--- config.mk ---
export PLATFORM = sky130hd
export DESIGN_NAME = rgb_to_yuv420_converter_top
export DESIGN_NICKNAME = d
export VERILOG_FILES = /design/src/sv/rgbyuv_pkg.sv /design/src/sv/rgb_to_yuv420_converter_top.sv /design/src/sv/rgbyuv_csc.sv
export SDC_FILE = /design/constraint.sdc
export NUM_CORES = 1
export LEC_CHECK = 0
export ABC_AREA = 1
export BUFFER_PORTS_ARGS = -buffer_cell sky130_fd_sc_hd__buf_2
export CAP_MARGIN = 20
export CORE_ASPECT_RATIO = 0.8
export CORE_UTILIZATION = 30
export DETAILED_ROUTE_END_ITERATION = 8
export PLACE_DENSITY = 0.43
export SYNTH_ARGS = -nofsm -noshare
export SYNTH_HDL_FRONTEND = slang
export SYNTH_HIERARCHICAL = 1
export SYNTH_SLANG_ARGS = --single-unit
--- constraint.sdc ---
create_clock -name aclk -period 10.1 [get_ports aclk]
set_input_delay 0.505 -clock aclk [delete_from_list [all_inputs] [get_ports aclk]]
set_output_delay 0.505 -clock aclk [all_outputs]
set_load 0.03 [all_outputs]
--- src/sv/rgbyuv_pkg.sv ---
// shared types and constants for the rgb to yuv 4:2:0 converter
// no dependencies; used by rgbyuv_csc and rgb_to_yuv420_converter_top

package rgbyuv_pkg;

    localparam int LEVEL_W = 10;   // unsigned q2.8 input component
    localparam int PIX_W   = 8;    // output byte
    localparam int DIM_W   = 13;   // frame dimension register width

    // configuration register indexes
    localparam logic CFG_FRAME_WIDTH  = 1'b0;
    localparam logic CFG_FRAME_HEIGHT = 1'b1;

    typedef struct packed {
        logic [LEVEL_W-1:0] red;
        logic [LEVEL_W-1:0] green;
        logic [LEVEL_W-1:0] blue;
    } rgb_t;

    // position flags of one pixel, taken from the column and row counters
    typedef struct packed {
        logic chroma_valid;
        logic chroma_plane;
        logic frame_end;
    } pos_t;

    typedef struct packed {
        logic [PIX_W-1:0] luma;
        logic [PIX_W-1:0] chroma;
        pos_t             pos;
    } yuv_t;

endpackage

--- src/sv/rgb_to_yuv420_converter_top.sv ---
// rgb to yuv 4:2:0 converter, one pixel per transaction in raster order
// registered path from input transaction to result: input stage, then result register
// throughput: one pixel per clock; the result register frees the input side while
// a result waits, so a stall on the output only holds the input once both stages fill
// reset: synchronous active-low aresetn clears counters, valids and sets 1920x1080
// depends on rgbyuv_pkg and rgbyuv_csc

module rgb_to_yuv420_converter_top #(
    parameter int MAX_DIM = 4096
) (
    input  logic        aclk,
    input  logic        aresetn,
    // configuration write port
    input  logic        cfg_we,
    input  logic [0:0]  cfg_index,
    input  logic [12:0] cfg_wdata,
    // pixel input
    input  logic        s_tvalid,
    output logic        s_tready,
    input  logic [31:0] s_tdata,   // red_level[9:0], green_level[19:10], blue_level[29:20]
    // yuv output
    output logic        m_tvalid,
    input  logic        m_tready,
    output logic [15:0] m_tdata,   // luma[7:0], chroma[15:8]
    output logic [1:0]  m_tuser,   // chroma_valid[0], chroma_plane[1]
    output logic        m_tlast    // frame_end
);

    localparam int CW = $clog2(MAX_DIM);
    // wide enough for both the register value and MAX_DIM itself
    localparam int EW = (CW + 1 > rgbyuv_pkg::DIM_W) ? CW + 1 : rgbyuv_pkg::DIM_W;

    // configuration
    logic [rgbyuv_pkg::DIM_W-1:0] width_reg, height_reg;

    // position counters
    logic [CW-1:0] col_reg, row_reg;
    logic [CW-1:0] col_next, row_next;

    // input stage
    logic             s1_valid_reg;
    rgbyuv_pkg::rgb_t s1_pix_reg;
    rgbyuv_pkg::pos_t s1_pos_reg;

    // result register
    logic             m_valid_reg;
    rgbyuv_pkg::yuv_t m_res_reg;

    rgbyuv_pkg::rgb_t in_pix;
    rgbyuv_pkg::pos_t in_pos;
    rgbyuv_pkg::yuv_t csc_res;

    logic          s1_adv;     // input stage may move into the result register
    logic          s_acc;      // input transaction this cycle
    logic [EW-1:0] w_ext, h_ext, w_eff, h_eff;
    logic [EW-1:0] col_inc, row_inc;
    logic          last_col, last_row;

    // handshake: result register empties or drains, then the input stage moves up
    assign s1_adv   = !m_valid_reg || m_tready;
    assign s_tready = !s1_valid_reg || s1_adv;
    assign s_acc    = s_tvalid && s_tready;

    assign in_pix.red   = s_tdata[9:0];
    assign in_pix.green = s_tdata[19:10];
    assign in_pix.blue  = s_tdata[29:20];

    // dimensions saturate to 2..MAX_DIM
    assign w_ext = EW'(width_reg);
    assign h_ext = EW'(height_reg);
    assign w_eff = (w_ext < EW'(2)) ? EW'(2) : ((w_ext > EW'(MAX_DIM)) ? EW'(MAX_DIM) : w_ext);
    assign h_eff = (h_ext < EW'(2)) ? EW'(2) : ((h_ext > EW'(MAX_DIM)) ? EW'(MAX_DIM) : h_ext);

    // a counter at or past the last position wraps, also after a mid-frame resize
    assign col_inc  = EW'(col_reg) + EW'(1);
    assign row_inc  = EW'(row_reg) + EW'(1);
    assign last_col = (col_inc >= w_eff);
    assign last_row = (row_inc >= h_eff);

    // chroma on even columns: u on even rows, v on odd rows
    assign in_pos.chroma_valid = !col_reg[0];
    assign in_pos.chroma_plane = !col_reg[0] && row_reg[0];
    assign in_pos.frame_end    = last_col && last_row;

    always_comb begin
        col_next = col_reg;
        row_next = row_reg;
        if (s_acc) begin
            if (last_col) begin
                col_next = '0;
                row_next = last_row ? '0 : row_inc[CW-1:0];
            end else begin
                col_next = col_inc[CW-1:0];
            end
        end
    end

    // control state
    always_ff @(posedge aclk) begin
        if (!aresetn) begin
            width_reg    <= rgbyuv_pkg::DIM_W'(1920);
            height_reg   <= rgbyuv_pkg::DIM_W'(1080);
            col_reg      <= '0;
            row_reg      <= '0;
            s1_valid_reg <= 1'b0;
            m_valid_reg  <= 1'b0;
        end else begin
            if (cfg_we) begin
                case (cfg_index)
                    rgbyuv_pkg::CFG_FRAME_WIDTH:  width_reg  <= cfg_wdata;
                    rgbyuv_pkg::CFG_FRAME_HEIGHT: height_reg <= cfg_wdata;
                    default: ;
                endcase
            end
            col_reg <= col_next;
            row_reg <= row_next;
            if (s_acc) begin
                s1_valid_reg <= 1'b1;
            end else if (s1_adv) begin
                s1_valid_reg <= 1'b0;
            end
            if (s1_adv) begin
                m_valid_reg <= s1_valid_reg;
            end
        end
    end

    // payload, no reset needed
    always_ff @(posedge aclk) begin
        if (s_acc) begin
            s1_pix_reg <= in_pix;
            s1_pos_reg <= in_pos;
        end
        if (s1_adv && s1_valid_reg) begin
            m_res_reg <= csc_res;
        end
    end

    rgbyuv_csc u_csc (
        .pix (s1_pix_reg),
        .pos (s1_pos_reg),
        .res (csc_res)
    );

    assign m_tvalid = m_valid_reg;
    assign m_tdata  = {m_res_reg.chroma, m_res_reg.luma};
    assign m_tuser  = {m_res_reg.pos.chroma_plane, m_res_reg.pos.chroma_valid};
    assign m_tlast  = m_res_reg.pos.frame_end;

endmodule

--- src/sv/rgbyuv_csc.sv ---
// bt.601 studio-range color matrix with rounding shift, clamp and chroma select
// depends on rgbyuv_pkg; purely combinational, sits between two register stages

module rgbyuv_csc (
    input  rgbyuv_pkg::rgb_t pix,
    input  rgbyuv_pkg::pos_t pos,
    output rgbyuv_pkg::yuv_t res
);

    // level * 255 / 256, truncated
    function automatic logic [rgbyuv_pkg::LEVEL_W-1:0] scale(
        input logic [rgbyuv_pkg::LEVEL_W-1:0] lvl
    );
        logic [rgbyuv_pkg::LEVEL_W+7:0] tmp;
        tmp = {lvl, 8'd0} - {8'd0, lvl};
        return tmp[rgbyuv_pkg::LEVEL_W+7:8];
    endfunction

    // floor shift by 8, add offset, clamp to 0..255
    function automatic logic [rgbyuv_pkg::PIX_W-1:0] shift_clamp(
        input logic signed [19:0] acc,
        input logic signed [12:0] offset
    );
        logic signed [12:0] v;
        v = $signed({acc[19], acc[19:8]}) + offset;
        if (v < 13'sd0) begin
            return 8'd0;
        end else if (v > 13'sd255) begin
            return 8'd255;
        end else begin
            return v[7:0];
        end
    endfunction

    logic signed [19:0] r_s, g_s, b_s;
    logic signed [19:0] y_acc, u_acc, v_acc;
    logic [rgbyuv_pkg::PIX_W-1:0] y_byte, u_byte, v_byte;

    assign r_s = $signed({10'd0, scale(pix.red)});
    assign g_s = $signed({10'd0, scale(pix.green)});
    assign b_s = $signed({10'd0, scale(pix.blue)});

    assign y_acc = 20'sd66 * r_s + 20'sd129 * g_s + 20'sd25 * b_s + 20'sd128;
    assign u_acc = 20'sd112 * b_s - 20'sd38 * r_s - 20'sd74 * g_s + 20'sd128;
    assign v_acc = 20'sd112 * r_s - 20'sd94 * g_s - 20'sd18 * b_s + 20'sd128;

    assign y_byte = shift_clamp(y_acc, 13'sd16);
    assign u_byte = shift_clamp(u_acc, 13'sd128);
    assign v_byte = shift_clamp(v_acc, 13'sd128);

    always_comb begin
        res.luma = y_byte;
        res.pos  = pos;
        if (!pos.chroma_valid) begin
            res.chroma = '0;
        end else if (pos.chroma_plane) begin
            res.chroma = v_byte;
        end else begin
            res.chroma = u_byte;
        end
    end

endmodule
==> Yosys cells after proc, flatten, opt, wreduce, memory -nomap -nowiden <==
Index checks and enable logic that the tools add are counted.
{ "word_totals": {"regBits": 104, "in_bits": 51, "output_inout_bits": 21, "word_cells": 83} }
{ "op_classes": {"add_sub_neg": 17, "mul": 9, "order_cmp": 12, "muxes": 14, "n_bitwise": 1, "reduce_logical": 13} }
{ "ops": {"columns": ["op", "n"], "rows": [
  ["$sub 20x20->20", 4],
  ["$add 20x9->20 const B", 3],
  ["$sub 18x10->18", 3],
  ["$mux 13", 4],
  ["$mul 6x10->16 const A", 3],
  ["$mux 8", 6],
  ["$add 20x20->20", 2],
  ["$gt 13x9->1 const B", 3],
  ["$lt 13x1->1 const B", 3],
  ["$mul 5x10->15 const A", 2],
  ["$add 12x1->13 const B", 2],
  ["$add 12x9->13 const B", 2],
  ["$ge 13x13->1", 2],
  ["$gt 13x13->1 const B", 2],
  ["$lt 13x2->1 const B", 2],
  ["$mul 3x10->13 const A", 2],
  ["$mux 12", 2],
  ["$mul 8x10->18 const A", 1],
  ["$mul 4x10->14 const A", 1],
  ["$add 12x6->13 const B", 1],
  ["$reduce_and 2->1", 3],
  ["$logic_and 1x1->1", 4],
  ["$logic_not 1->1", 3],
  ["$logic_or 1x1->1", 2],
  ["other kinds (3)", 4]
]} }

==> Longest topological paths before layout <==
{ "logic_depth": {"depth_word": 10, "depth_mapped": 56, "mapped_depth_nobuf": 56} }

==> Modules after synthesis <==
The synthesis kept the hierarchy.
{ "modules_own_cells": {"columns": ["module", "instances", "cells_per_inst", "area_per_inst_um2", "seq_area_each_um2"], "rows": [
  ["rgbyuv_csc", 1, 1690, 11752.5, 0.0],
  ["rgb_to_yuv420_converter_top", 1, 577, 4877.2, 2602.5]
]} }

==> Least setup slack after synthesis <==
No wires, ideal clock.
{ "synth_path": {"kind": "register to register", "start": "register s1_pix_reg[11] (netlist name)", "end": "register m_res_reg (netlist bit m_tdata[10]) (data pin)", "setup_ns": 0.252, "t_arrival_ns": 7.779, "required_time_ns": 9.848, "path_slack_ns": 2.069, "stages_incl_launch_ff": 47, "path_buffers": 0, "synth_period_minus_slack_ns": 8.031, "cell_sequence": "edfxtp_1 ha_1 a21oi_1 o211ai_1 nor2_1 nand2_1 nor2_1 nand2_1 xor2_1 inv_1 fa_1 fa_1 inv_1 fa_1 inv_1 ha_1 nand2_1 inv_1 [... 11 more ...] o21ai_0 a21oi_1 nand2_1 inv_1 nand3_1 nand2_1 inv_1 ha_1 inv_1 nor3_1 nand3_1 nand2_1 nor2_1 nand3_1 nor2_1 nor2_4 nor2_1 nor2_1"} }
{ "synth_between": {"elab_chain_cells": 10, "word_cells_on_any_way": 19, "classes_between": "8 x add/sub; 2 x mul; 4 x order compare; 5 x mux"} }
{ "synth_lines": {"columns": ["element", "line", "text"], "rows": [
  ["start, declared", "rgb_to_yuv420_converter_top.sv:42", "rgbyuv_pkg::rgb_t s1_pix_reg;"],
  ["start signal, assigned", "rgb_to_yuv420_converter_top.sv:131", "s1_pix_reg <= in_pix;"],
  ["$sub 18x10->18 *", "rgbyuv_csc.sv:15", "tmp = {lvl, 8'd0} - {8'd0, lvl};"],
  ["$mul 6x10->16", "rgbyuv_csc.sv:45", "assign v_acc = 20'sd112 * r_s - 20'sd94 * g_s - 20'sd18 * b_s + 20'sd128;"],
  ["$sub 20x20->20 (2 in a row)", "rgbyuv_csc.sv:45", null],
  ["$add 20x9->20", "rgbyuv_csc.sv:45", null],
  ["$add 12x9->13", "rgbyuv_csc.sv:25", "v = $signed({acc[19], acc[19:8]}) + offset;"],
  ["$gt 13x9->1", "rgbyuv_csc.sv:28", "end else if (v > 13'sd255) begin"],
  ["$mux 8", "rgbyuv_csc.sv:28", null],
  ["$mux 8", "rgbyuv_csc.sv:26", "if (v < 13'sd0) begin"],
  ["$mux 8 *", "rgbyuv_csc.sv:56", "end else if (pos.chroma_plane) begin"],
  ["end signal, assigned", "rgb_to_yuv420_converter_top.sv:135", "m_res_reg <= csc_res;"],
  ["end, declared", "rgb_to_yuv420_converter_top.sv:47", "rgbyuv_pkg::yuv_t m_res_reg;"]
]} }
Every way passes the cells marked *; elsewhere a longest branch is shown, timed or not.
A chain may end at the register's enable or synchronous reset.

==> Worst setup path after layout <==
{ "layout_path": {"start": "register s1_pix_reg[19] (netlist name)", "end": "register m_res_reg (netlist bit m_tdata[13]) (data pin)"} }
Same word-level chain as after synthesis.

==> flow_metrics.py <==
metrics = {
    "clock_tree": {
        "path_clk_slew_ns": 0.08,
        "cts_sinks": 104,
        "clkLatencyLatePin_ns": 0.40,
        "cts_buffer_depth": 2,
        "clk_root_buffer_cell": "clkbuf_16",
        "post_cts_resized": 0,
        "cts_tree": "done",
        "cts_hold_buf": 0,
        "numCtsBuffers": 9,
        "cts_max_level": 3,
        "cts_setup_buffers": 0,
    },
    "route": {
        "wl_per_cell_um": 14.7,
        "drt_iter0_drc": 774,
        "drcViolationCount": 0,
        "drt-total-wl_um": 45400,
        "vias_per_cell": 4.60,
        "dr.pass1.iters": 6,
        "vias": 14200,
        "drtAntennaViolNets": 0,
    },
    "placement": {
        "io_buffer_count": 69,
        "dp_hpwl_um": 38500,
        "gp_congestion": 0.882,
    },
    "sta": {
        "clock_skew_ns": 0.0158,
        "setup_violations": 0,
        "hold_viol_final": 0,
        "rsz0062_at_grt": "false",
        "slew_headroom_pct": 37.4,
        "slew_viol_final": 0,
        "max_freq_ghz": 0.109,
        "finalCriticalPeriod_ns": 9.17,
        "fin_crit_sh_pct": 90.8,
        "worst_pin_slew_ns": 0.930,
        "fin_tns_setup_ns": 0,
    },
    "synthesis": {
        "yosysSeqAreaShare_pct": 15.6,
        "ys_ff_latch": 104,
        "synthCells": 2267,
        "async_flop_share_pct": 0,
        "synth_fp_nets": 2745,
        "netlist_area_mm2": 0.0166,
        "synth_flop_cell": "edfxtp_1",
        "synth_top_area_share_pct": 25.5,
        "synth_area_leaders": "ha_1 26%, fa_1 11%, nand2_1 11%",
        "synth.distinct_cells": 49,
        "synth_commonest_cells": "468 x nand2_1, 425 x inv_1, 339 x ha_1",
        "synth_edf_count": 52,
        "avgSynthCellArea_um2": 7.34,
        "synth_warnings": 6,
        "synth_area_leader_cell": "ha_1",
        "yosysMostFrequentCell": "nand2_1",
    },
    "die": {
        "start_util_pct": 30.6,
        "die_h_um": 213,
        "num_io_pins": 72,
        "die-area_mm2": 0.0564,
        "row_count": 76,
        "coreArea_mm2": 0.0543,
        "fp.dieW_um": 265,
    },
    "global_routing": {
        "overflow": 0,
        "grt_pass1_wl_um": 73100,
        "grt_start_max_net_pins": 47,
        "grt_pass1_vias": 13500,
        "gr-usage-all-layers_pct": 16.7,
        "antenna_found_initial": 0,
    },
    "worst_setup_path": {
        "path_class": "reg -> reg",
        "crit_path_frequent_cell": "nand2_1",
        "worstPathArrival_ns": 9.32,
        "cp_data_required_time_ns": 10.25,
        "cp_slowest_cell": "fa_1",
        "rr_worst_depth": 50,
        "r2r-start": "s1_pix_reg[19]",
        "critPathCaptureType": "flip-flop",
        "worst_setup_path_start_kind": "flip-flop",
        "max_stage_delay_ns": 0.56,
        "r2r-end": "m_tdata[13]",
        "worstPathMaxFanout": 8,
        "reg2reg_slack_ns": 0.93,
    },
    "min_path": {
        "holdCritPathClass": "in -> reg",
        "worstHoldEndpoint": "s1_pix_reg[3]",
        "whs_path_depth": 1,
        "min_from": "s_tdata[23]",
    },
    "final_layout": {
        "drive_gt1_share_pct": 5.73,
        "diodes": 0,
        "largest_reg_flops": 30,
        "syn_to_final_growth_pct": 9.31,
        "nets": 2811,
    },
    "outcome": {
        "status": "completed",
    },
    "job": {
        "cap_violations": 0,
    },
}
==> worst max path at each step <==
| stage | from | to | slack, ns | cells past startpoint |
|---|---|---|---|---|
| 6_report | s1_pix_reg[19] | m_tdata[13] | 0.93 | 50 |
| 5_1_grt | s1_pix_reg[11] | m_tdata[14] | 0.0002 | 49 |
| 4_1_cts | s1_pix_reg[19] | m_tdata[13] | 0.87 | 50 |
| 3_5_place_dp | s1_pix_reg[19] | m_tdata[12] | 0.90 | 50 |
| 3_3_place_gp | s1_pix_reg[11] | m_tdata[14] | 1.00 | 49 |
| 2_1_floorplan | s1_pix_reg[11] | m_tdata[10] | 2.07 | 46 |
==> placed cells by master, fill, tap and decap left out, drive strengths merged, types with 52 or more instances in the layout <==
master | synthesis | final
ha | 339 | 339
nand2 | 482 | 482
xor2 | 79 | 79
nor2 | 232 | 232
fa | 88 | 88
edfxtp | 52 | 52
inv | 428 | 434
nand3 | 102 | 102
dfxtp | 52 | 52
a21oi | 148 | 148
buf | 12 | 80
o21ai | 79 | 79
==> kinds of logic after synthesis <==
kind of cell / Yosys count / share of synthesized area, %
and+or+nand+nor: 882 / 22.1
adders and majority gates: 427 / 36.1
AOI/OAI and AO/OA: 281 / 9.40
xor gates and xnor gates: 119 / 6.31
DFF: 104 / 15.6
buffers and inverters: 454 / 10.4
==> through the flow <==
stage	instance area [µm²]	worst slack, ns	hold slack (ns)	utilization [%]	instances
after floorplan	16600	2.07	0.451	-	2267
after global placement	17800	1.00	0.409	32.9	3061
after detailed placement	17800	0.900	0.410	32.9	3061
after CTS	18200	0.874	0.246	33.4	3077
after global routing	18200	0.000203	0.258	33.5	3079
final	18200	0.927	0.281	33.5	3079
==> cell type report <==
type	instances	area, µm²
multi-input combinational	1709	12300
clock inverter	7	78.8
tap	741	927
clock buffer	9	225
fill	5848	36100
inverter	429	1610
timing repair buffer	80	438
sequential	104	2600
==> worst max-delay path, delay by kind of cell, from the launching register on <==
family,cells,cell delay [ns]
adder cells (fa/ha/maj),8,3.05
AND/OR/NAND/NOR,24,2.37
XOR/XNOR,2,0.66
buffers and inverters,8,0.84
AO/OA/AOI/OAI,8,1.60
flip-flops,1,0.42
==> layer usage <==
metal,GRT usage [%],wire length [µm],vias to the layer above
met1,26.0,25200,6526
li1,-,-,7412
met2,24.3,17900,226
met4,3.01,334,0
met5,0,0,-
met3,2.37,1940,12
Power is not shown: default switching activity piles up to over one toggle a cycle in this logic, so the estimate is an artifact.
